File: config.mk
export PLATFORM = sky130hd
export DESIGN_NAME = igsp_ctrl
export DESIGN_NICKNAME = d
export VERILOG_FILES = /design/src/sv/igsp_pkg.sv /design/src/sv/igsp_ctrl.sv
export SDC_FILE = /design/constraint.sdc
export NUM_CORES = 1
export LEC_CHECK = 0
export BUFFER_PORTS_ARGS = -buffer_cell sky130_fd_sc_hd__buf_2
export CAP_MARGIN = 0
export CORE_AREA = 5 5 42 44
export DETAILED_ROUTE_END_ITERATION = 12
export DIE_AREA = 0 0 47 49
export PLACE_DENSITY = 0.72
export SYNTH_ARGS = -nofsm -noshare
export SYNTH_HDL_FRONTEND = slang
export SYNTH_SLANG_ARGS = --single-unit
File: constraint.sdc
create_clock -name clk -period 3.4 [get_ports clk]
set_input_delay 0.17 -clock clk [delete_from_list [all_inputs] [get_ports clk]]
set_output_delay 0.17 -clock clk [all_outputs]
set_load 0.05 [all_outputs]
File: src/sv/igsp_pkg.sv
// ----------------------------------------------------------------------------
// igsp_pkg: shared types and constants of the gesture stroke projector
// Controller states, command and status bundles, fixed-point constants.
// ----------------------------------------------------------------------------
package igsp_pkg;

	localparam int SAMPLES_DEF = 64;
	localparam int IDX_W = 6;

	localparam logic [15:0] TIME_STEP_RST = 16'd655;
	// 0.0001 in Q.26, rounded
	localparam logic [47:0] MAG_FLOOR = 48'd6711;

	localparam logic [5:0] SQRT_STEPS_M1 = 6'd31;
	localparam logic [5:0] DIV_STEPS_M1 = 6'd62;

	typedef enum logic [3:0] {
		ST_IDLE,
		ST_LOAD,
		ST_FIN_MUL,
		ST_SQRT_INIT,
		ST_SQRT,
		ST_MAG,
		ST_DIVA_INIT,
		ST_DIVA,
		ST_DIVA_END,
		ST_DIVB_INIT,
		ST_DIVB,
		ST_DIVB_END,
		ST_E_RD,
		ST_E_SUB,
		ST_E_MUL,
		ST_E_OUT
	} state_t;

	typedef struct packed {
		logic idle;
		logic take;
		logic load;
		logic fin_mul;
		logic sqrt_init;
		logic sqrt_step;
		logic mag_mul;
		logic div_init;
		logic div_step;
		logic div_end;
		logic div_b;
		logic e_rd;
		logic e_sub;
		logic e_mul;
		logic e_out;
	} cmd_t;

	typedef struct packed {
		logic last_sample;
		logic iter_zero;
		logic last_point;
		logic out_free;
	} status_t;

endpackage

File: src/sv/igsp_ctrl.sv
// ----------------------------------------------------------------------------
// igsp_ctrl: sequencer of the gesture stroke projector
// Steps the datapath through loading, square root, division and emission.
// ----------------------------------------------------------------------------
module igsp_ctrl (
	input  logic              clk,
	input  logic              arst_n,
	input  logic              in_valid,
	input  igsp_pkg::status_t sts,
	output igsp_pkg::cmd_t    cmd
);
	import igsp_pkg::*;

	state_t state_q;
	state_t state_d;

	always_ff @(posedge clk or negedge arst_n) begin
		if (!arst_n) begin
			state_q <= ST_IDLE;
		end else begin
			state_q <= state_d;
		end
	end

	always_comb begin
		state_d = state_q;
		case (state_q)
			ST_IDLE:      if (in_valid) state_d = ST_LOAD;
			ST_LOAD:      state_d = sts.last_sample ? ST_FIN_MUL : ST_IDLE;
			ST_FIN_MUL:   state_d = ST_SQRT_INIT;
			ST_SQRT_INIT: state_d = ST_SQRT;
			ST_SQRT:      if (sts.iter_zero) state_d = ST_MAG;
			ST_MAG:       state_d = ST_DIVA_INIT;
			ST_DIVA_INIT: state_d = ST_DIVA;
			ST_DIVA:      if (sts.iter_zero) state_d = ST_DIVA_END;
			ST_DIVA_END:  state_d = ST_DIVB_INIT;
			ST_DIVB_INIT: state_d = ST_DIVB;
			ST_DIVB:      if (sts.iter_zero) state_d = ST_DIVB_END;
			ST_DIVB_END:  state_d = ST_E_RD;
			ST_E_RD:      state_d = ST_E_SUB;
			ST_E_SUB:     state_d = ST_E_MUL;
			ST_E_MUL:     state_d = ST_E_OUT;
			ST_E_OUT: begin
				if (sts.out_free) state_d = sts.last_point ? ST_IDLE : ST_E_RD;
			end
			default:      state_d = ST_IDLE;
		endcase
	end

	always_comb begin
		cmd = '0;
		case (state_q)
			ST_IDLE: begin
				cmd.idle = 1'b1;
				cmd.take = in_valid;
			end
			ST_LOAD:      cmd.load = 1'b1;
			ST_FIN_MUL:   cmd.fin_mul = 1'b1;
			ST_SQRT_INIT: cmd.sqrt_init = 1'b1;
			ST_SQRT:      cmd.sqrt_step = 1'b1;
			ST_MAG:       cmd.mag_mul = 1'b1;
			ST_DIVA_INIT: cmd.div_init = 1'b1;
			ST_DIVA:      cmd.div_step = 1'b1;
			ST_DIVA_END:  cmd.div_end = 1'b1;
			ST_DIVB_INIT: begin
				cmd.div_init = 1'b1;
				cmd.div_b = 1'b1;
			end
			ST_DIVB: begin
				cmd.div_step = 1'b1;
				cmd.div_b = 1'b1;
			end
			ST_DIVB_END: begin
				cmd.div_end = 1'b1;
				cmd.div_b = 1'b1;
			end
			ST_E_RD:      cmd.e_rd = 1'b1;
			ST_E_SUB:     cmd.e_sub = 1'b1;
			ST_E_MUL:     cmd.e_mul = 1'b1;
			ST_E_OUT:     cmd.e_out = sts.out_free;
			default:      cmd = '0;
		endcase
	end

endmodule

# Word level (Yosys, flattened, before mapping)
# Index checks and enable logic that the tools add are counted.
[op_classes] shift=0 order_cmp=0 n_bitwise=0 eq_ne=20 n_reduce_logical=6 add_sub_neg=0 n_mux=22 n_div=0 n_mul=0
[op_table] cell="4-bit case mux with 16 select lines" count=1
[op_table] cell="4-bit equality test, second input constant" count=8
[op_table] cell="4-bit two-way mux" count=6
[op_table] cell="4-bit by 3-bit equality test with 1-bit output, second input constant" count=4
[op_table] cell="1-bit two-way mux" count=13
[op_table] cell="2-bit != test, second input constant" count=5
[op_table] cell="4-bit by 2-bit equality test with 1-bit output, second input constant" count=2
[op_table] cell="2-bit OR reduction" count=3
[op_table] cell="5-bit AND reduction" count=1
[op_table] cell="4-bit by 1-bit equality test with 1-bit output, second input constant" count=1
[op_table] cell="4-bit logical NOT" count=1
[op_table] cell="2-bit two-way mux" count=2
[op_table] cell="3-bit OR reduction" count=1
[word_totals] mem_bits_ro=0 word_cells=49 reg_bits=4 ramBits=0 latch_bits=0 out_inout_bits=15 memories=0 input_bits=7

# Longest topological paths before layout
# Gate-level depths: netlist (run 1).
[depth] depth_word=3 depth_mapped=6 ltp_nobuf=4

# Worst setup path after synthesis (run 1)
# No wires, ideal clock.
[synth_timing] kind="flip-flop to output port" from="reg state_q[2]" to="out cmd[10] (netlist bit)" t_required_ns=3.230 slack_ns=1.455 path_buffers=2 t_arrival_ns=1.775 stages_incl_launch_ff=4 path_cell_list="dfrtp_1 > buf_2 > clkbuf_1 > nor3_1"
[synth_lines] element="start, declared" line="igsp_ctrl.sv:14" text="state_t state_q;"
[synth_lines] element="start signal, assigned" line="igsp_ctrl.sv:21" text="state_q <= state_d;"
[synth_lines] element="end, declared" line="igsp_ctrl.sv:10" text="output igsp_pkg::cmd_t cmd"

==> results of run 1 <==
[metrics by stage]
step | utilization | hold WS (ps) | power, mW | std cells | cell area (um2)
after CTS | 0.413 | 252 | 0.692 | 93 | 578
after global placement | 0.389 | -21.5 | 0.621 | 89 | 546
after global routing | 0.413 | 262 | 0.740 | 93 | 578
after floorplan | - | -126 | 0.566 | 57 | 455
final | 0.413 | 259 | 0.687 | 93 | 578
after detailed placement | 0.389 | -19.4 | 0.625 | 89 | 546
[worst max-delay path: stages, from the launching register on]
cell and delay, ps:
dfrtp_1 530, or4_4 570, inv_2 70, and2_1 110
buf_2 250
[cells in the final DEF (no fill, tap or decap), drive strengths merged]
master,n
clkbuf,3
nor2,10
nand3,2
a31oi,1
o21ai,1
nor3,5
buf,21
and4,1
a21oi,2
and2,2
or3,1
mux2,1
inv,4
o22ai,1
nand2b,4
o32ai,1
xnor2,1
dfrtp,4
o41ai,1
nand4b,1
nand4bb,1
or4b,1
nand2,5
a41oi,1
dlygate4sd3,1
or4,1
[path summary, 6_finish.rpt]
check                                 from          to  slack [ps]  cells past startpoint
worst max register to register  state_q[2]  state_q[1]        1560                      4
worst min-delay path                arst_n  state_q[0]         260                      2
worst min register to register  state_q[1]  state_q[3]         740                      2
max in group asynchronous           arst_n  state_q[3]        3020                      2
min in group clk                    sts[1]  state_q[2]         260                      3
worst max-delay path            state_q[3]     cmd[13]        1460                      4
[power breakdown]
group	total, mW	internal (mW)	switching [mW]
clock	0.0622	0.0397	0.0225
sequential	0.156	0.0730	0.0826
combinational	0.470	0.151	0.318
total	0.687	0.264	0.423
[cells by family (layout without fill, tap and decap cells)]
logic type / count (synthesis) / count (layout)
AOI/OAI and AO/OA: 8 / 8
muxes: 1 / 1
DFF: 4 / 4
and+or+nand+nor: 34 / 34
buffers and inverters: 9 / 29
xor gates and xnor gates: 1 / 1
[routing by layer]
layer / global-route usage / part of all wire / vias up / routed length (um)
met1: 0.126 / 0.43 / 221 / 479
met3: 0.0664 / 0.049 / 2 / 55
li1: - / - / 240 / -
met4: 0.0968 / 0.019 / 0 / 21
met5: 0 / 0 / - / 0
met2: 0.174 / 0.50 / 9 / 564
[cell type report]
class | instances | share of cell area
Clock buffer | 3 | 0.0390
Inverter | 4 | 0.0260
Multi-Input combinational cell | 44 | 0.528
Sequential cell | 4 | 0.173
Tap cell | 16 | 0.0346
Timing Repair Buffer | 22 | 0.199
==> results.md, run 1 <==
* Synthesis Warnings at 0
* Initial antenna violation count at 0
* Flops & latches, synth at 4
* Share of the synthesized area in the top cell type at 0.220
* Vias in the first global route at 430
* Number of flip-flops in the largest register at 4
* I/O pin count at 22
* Post-CTS setup repair buffer count at 0
* Largest family of logic cells by synthesized area: simple AND/OR/NAND/NOR gates
* Largest registers: state_q x4
* Diode count at 0
* Largest net degree at the start of global routing at 19
* Synth Area in Compound Gates at 0.192
* Worst slack at placement at 1570 ps
* Final #Nets at 86
* CTS tree: done
* Most common flop cell mapped by yosys: dfrtp_1
* I/O Buffers at 21
* CP Capture Type: output pin
* Reg clk slew, reported paths at 40 ps
* Layout cell share with drive strength beyond 1 at 0.403
* Synth Area in XOR/XNOR at 0.0192
* PwrDens at 1190 nW/um2
* Synth area leader: dfrtp_1
* Final Hold Viols at 0
* DR vias at 472
* Clock buffer depth at 2
* Crit path time final at 1940 ps
* Aggregate routed wire length at 1.12 mm
* Drt initial violations at 7
* Post-synth EDFFs at 0
* Hold Crit Class: in2async
* Most flop-heavy register: state_q
* Mapped Nets at 64
* Seq/Total Area, Yosys at 0.220
* CTS Sinks at 4
* Root buf cell: clkbuf_4
* Die H at 49 um
* Mapped Cells at 57
* CTS Buf Count at 3
* Routed len/inst at 12.1 um
* Top-count cell post-synth: nor2_1
* Multiplexer share of the synthesized area at 0.0330
* Lkg Pwr at 0.288 nW
* Initial core utilization at 0.325
* Vias per Instance at 5.08
* Commonest cells in the netlist: 10 x nor2_1, 5 x nand2_1, 4 x dfrtp_1, 4 x nand2b_1, 4 x nor3_1
* # DRC at 0
* Die X at 47 um
* DP Wirelength at 828 um
* Avg Cell Area, Syn at 7.99 um2
* Critical Path AT at 1770 ps
* Clk Latency, worst-skew pair at 240 ps
* Finish-stage setup viols at 0
* Total of max-cap violations at 0
* Slew headroom at 0.695
* Critical path peak fanout at 16
* Clock Skew at 0.520 ps
* CP required at 3230 ps
* Post-route setup slack at 1460 ps
* H-tree Lvls at 1
* CTS resizes at 0
* Synth cell types at 28
* Post-Route Setup TNS at 0 ps
* Total track usage at 0.122
* Synth Cell Area at 455 um2
* Max-slew violations at 0
* Setup CP Type: reg2out
* Post-Synth Adder-Cell Area at 0
* Grt ovf at 0
* Routability Congestion at 0.757
* Core Rows at 14
* CP startpoint kind: flip-flop
* Unrepaired setup endpoints after global routing: false
* FF/Latch Area at 100 um2
* Ys async rst share at 1.00
* Status: completed
* Layout fillers at 160
* Maximum clock rate at 514 MHz
* 1st-pass router iterations at 3
* Area grow syn2layout at 26.9%
* Top cells by area, synth: dfrtp_1 22%, nor2_1 8.2%, o32ai_4 6.0%
* Wire length of the first global-routing pass at 1.92 mm
* Multi-input gate area at 305 um2
* Die Area at 2300 um2
* Slew @ Worst Pin at 458 ps
* Post-CTS Hold Fix Bufs at 1
* Final worst path period share at 0.572
* Core area at 1400 um2
* Post-synthesis simple-gate area fraction at 0.426
* VDD IR max at 0.000603 V
* ANT nets after route at 0
(Power assumes the default switching activity.)
==> run 2, diff against run 1 <==
--- a/config.mk
+++ b/config.mk
@@ -10,7 +10,7 @@
 export CORE_AREA = 5 5 42 44
 export DETAILED_ROUTE_END_ITERATION = 12
 export DIE_AREA = 0 0 47 49
-export PLACE_DENSITY = 0.72
+export PLACE_DENSITY = 0.75
 export SYNTH_ARGS = -nofsm -noshare
 export SYNTH_HDL_FRONTEND = slang
 export SYNTH_SLANG_ARGS = --single-unit
==> constraint.sdc (replaced) <==
create_clock -name clk -period 1.76 [get_ports clk]
set_input_delay 0.088 -clock clk [delete_from_list [all_inputs] [get_ports clk]]
set_output_delay 0.088 -clock clk [all_outputs]
set_load 0.05 [all_outputs]
==> run 2 against run 1 <==
  * Total power rose by 110%
  * Sequential power rose by 21%
  * Clock skew barely moved
  * Critical path depth did not move
  * Final area rose by 8.4%
  * Combinational power rose by 140%
  * Via count rose by 1.5%
  * Critical endpoint unchanged
  * Highest routed layer is now met3
==> results.md, run 2 (synthesized netlist as in run 1, its figures left out) <==
* Slew headroom at 0.793
* Internal Power at 0.599 mW
* CP Depth at 4
* I/O pin count at 22
* Crit path time final at 1690 ps
* Largest registers: state_q x4
* Max-slew violations at 0
* Critical path peak fanout at 3
* P_sw at 0.840 mW
* Reg clk slew, reported paths at 40 ps
* CP startpoint kind: flip-flop
* CTS Sinks at 4
* Post-CTS setup repair buffer count at 0
* Unrepaired setup endpoints after global routing: false
* I/O Buffers at 21
* Routed len/inst at 11.3 um
* 1st-pass router iterations at 4
* Critical Path AT at 1600 ps
* Routability Congestion at 0.822
* Number of flip-flops in the largest register at 4
* CTS Buf Count at 3
* # DRC at 0
* Root buf cell: clkbuf_4
* Combinational share of power at 0.790
* Worst reg2reg path startpoint: state_q[0]
* Final Hold Viols at 0
* Initial core utilization at 0.325
* DP Wirelength at 891 um
* Lkg Pwr at 0.316 nW
* Aggregate routed wire length at 1.12 mm
* CP peak stage delay at 570 ps
* VDD IR max at 0.00125 V
* CTS tree: done
* Crit-path leading delay family: simple AND/OR/NAND/NOR gates
* Final #Nets at 92
* Seq pwr share at 0.132
* Post-route setup slack at 69.4 ps
* H-tree Lvls at 1
* Clk pwr share at 0.078
* Wire length of the first global-routing pass at 1.96 mm
* CP Buf/Inv Count at 2
* Worst slack at placement at 135 ps
* Total track usage at 0.114
* Die H at 49 um
* Core Rows at 14
* Layout cell share with drive strength beyond 1 at 0.458
* Clk Latency, worst-skew pair at 230 ps
* Diode count at 0
* Worst-path cell chain: or4_4 > inv_2 > and2_2 > clkbuf_4
* Die Area at 2300 um2
* Core area at 1400 um2
* Post-Route Setup TNS at 0 ps
* Area grow syn2layout at 37.6%
* CP Capture Type: output pin
* Critical Path Start: state_q[0]
* Commonest non-fill, non-tap cell in the layout: buf_2
* Slew @ Worst Pin at 306 ps
* Finish-stage setup viols at 0
* Reg-to-Reg End: state_q[1]
* Drt initial violations at 5
* ANT nets after route at 0
* Total of max-cap violations at 0
* Worst path slowest cell: or4_4
* Largest net degree at the start of global routing at 15
* Flop-to-flop setup slack at 130 ps
* Switch share at 0.584
* Grt ovf at 0
* Worst reg-to-reg path cell count at 4
* Clock Skew at 0.608 ps
* DR vias at 479
* Vias per Instance at 4.84
* Hold Crit Class: in2async
* CP required at 1670 ps
* Die X at 47 um
* End of the critical path: cmd[13]
* PwrDens at 2300 nW/um2
* Status: completed
* Commonest cells after routing, fill and taps aside: 20 x buf_2, 10 x nor2_1, 6 x buf_4
* Most flop-heavy register: state_q
* Setup CP Type: reg2out
* Vias in the first global route at 481
* Initial antenna violation count at 0
* Maximum clock rate at 591 MHz
* Layout fillers at 137
* Clock buffer depth at 2
* Final worst path period share at 0.961
## run 2: cell types whose count changed in the layout (fill, tap and decap cells not counted), sizes merged
| cell | previous run | this run |
|---|---|---|
| buf | 21 | 26 |
| clkbuf | 3 | 4 |
## run 2: layer usage
metal	global-route usage	vias up	part of all wire
li1	-	251	-
met1	0.133	220	0.45
met2	0.188	8	0.50
met3	0.0332	0	0.045
met4	0.0415	0	0
met5	0	-	0
## run 2: cell type report
cell class                      instances  area (um2)  share of cell area
Inverter                                4        15.0              0.0240
Clock buffer                            3        22.5              0.0359
Tap cell                               16        20.0              0.0319
Multi-Input combinational cell         44         307               0.489
Sequential cell                         4         100               0.160
Timing Repair Buffer                   28         163               0.259
## run 2: worst min-delay path by stage
stage            from    endpoint
2_1_floorplan  arst_n  state_q[0]
3_5_place_dp   arst_n  state_q[1]
6_report       arst_n  state_q[0]
3_3_place_gp   arst_n  state_q[3]
4_1_cts        arst_n  state_q[1]
5_1_grt        arst_n  state_q[0]
## run 2: repair_timing
item,CTS,global route
endpoints found under the hold margin,4,0
resized for setup,0,1
hold buffers,1,0
setup endpoints to repair,0,1
## run 2: per-stage QoR
step / area, um2 / hold slack [ps] / power (mW) / cells / util
2_1_floorplan: 457 / -208 / 1.09 / 57 / -
3_3_place_gp: 592 / -106 / 1.30 / 95 / 0.422
3_5_place_dp: 592 / -105 / 1.32 / 95 / 0.422
4_1_cts: 624 / 193 / 1.45 / 99 / 0.446
5_1_grt: 627 / 204 / 1.55 / 99 / 0.447
6_report: 627 / 192 / 1.44 / 99 / 0.447
## run 2: power by group through the flow
stage                     clock network, mW  logic [mW]  registers [mW]
after global placement                    0        1.12           0.183
after global routing                  0.128        1.22           0.197
after CTS                             0.117        1.14           0.190
final                                 0.112        1.14           0.189
after floorplan                           0       0.920           0.175
after detailed placement                  0        1.13           0.191
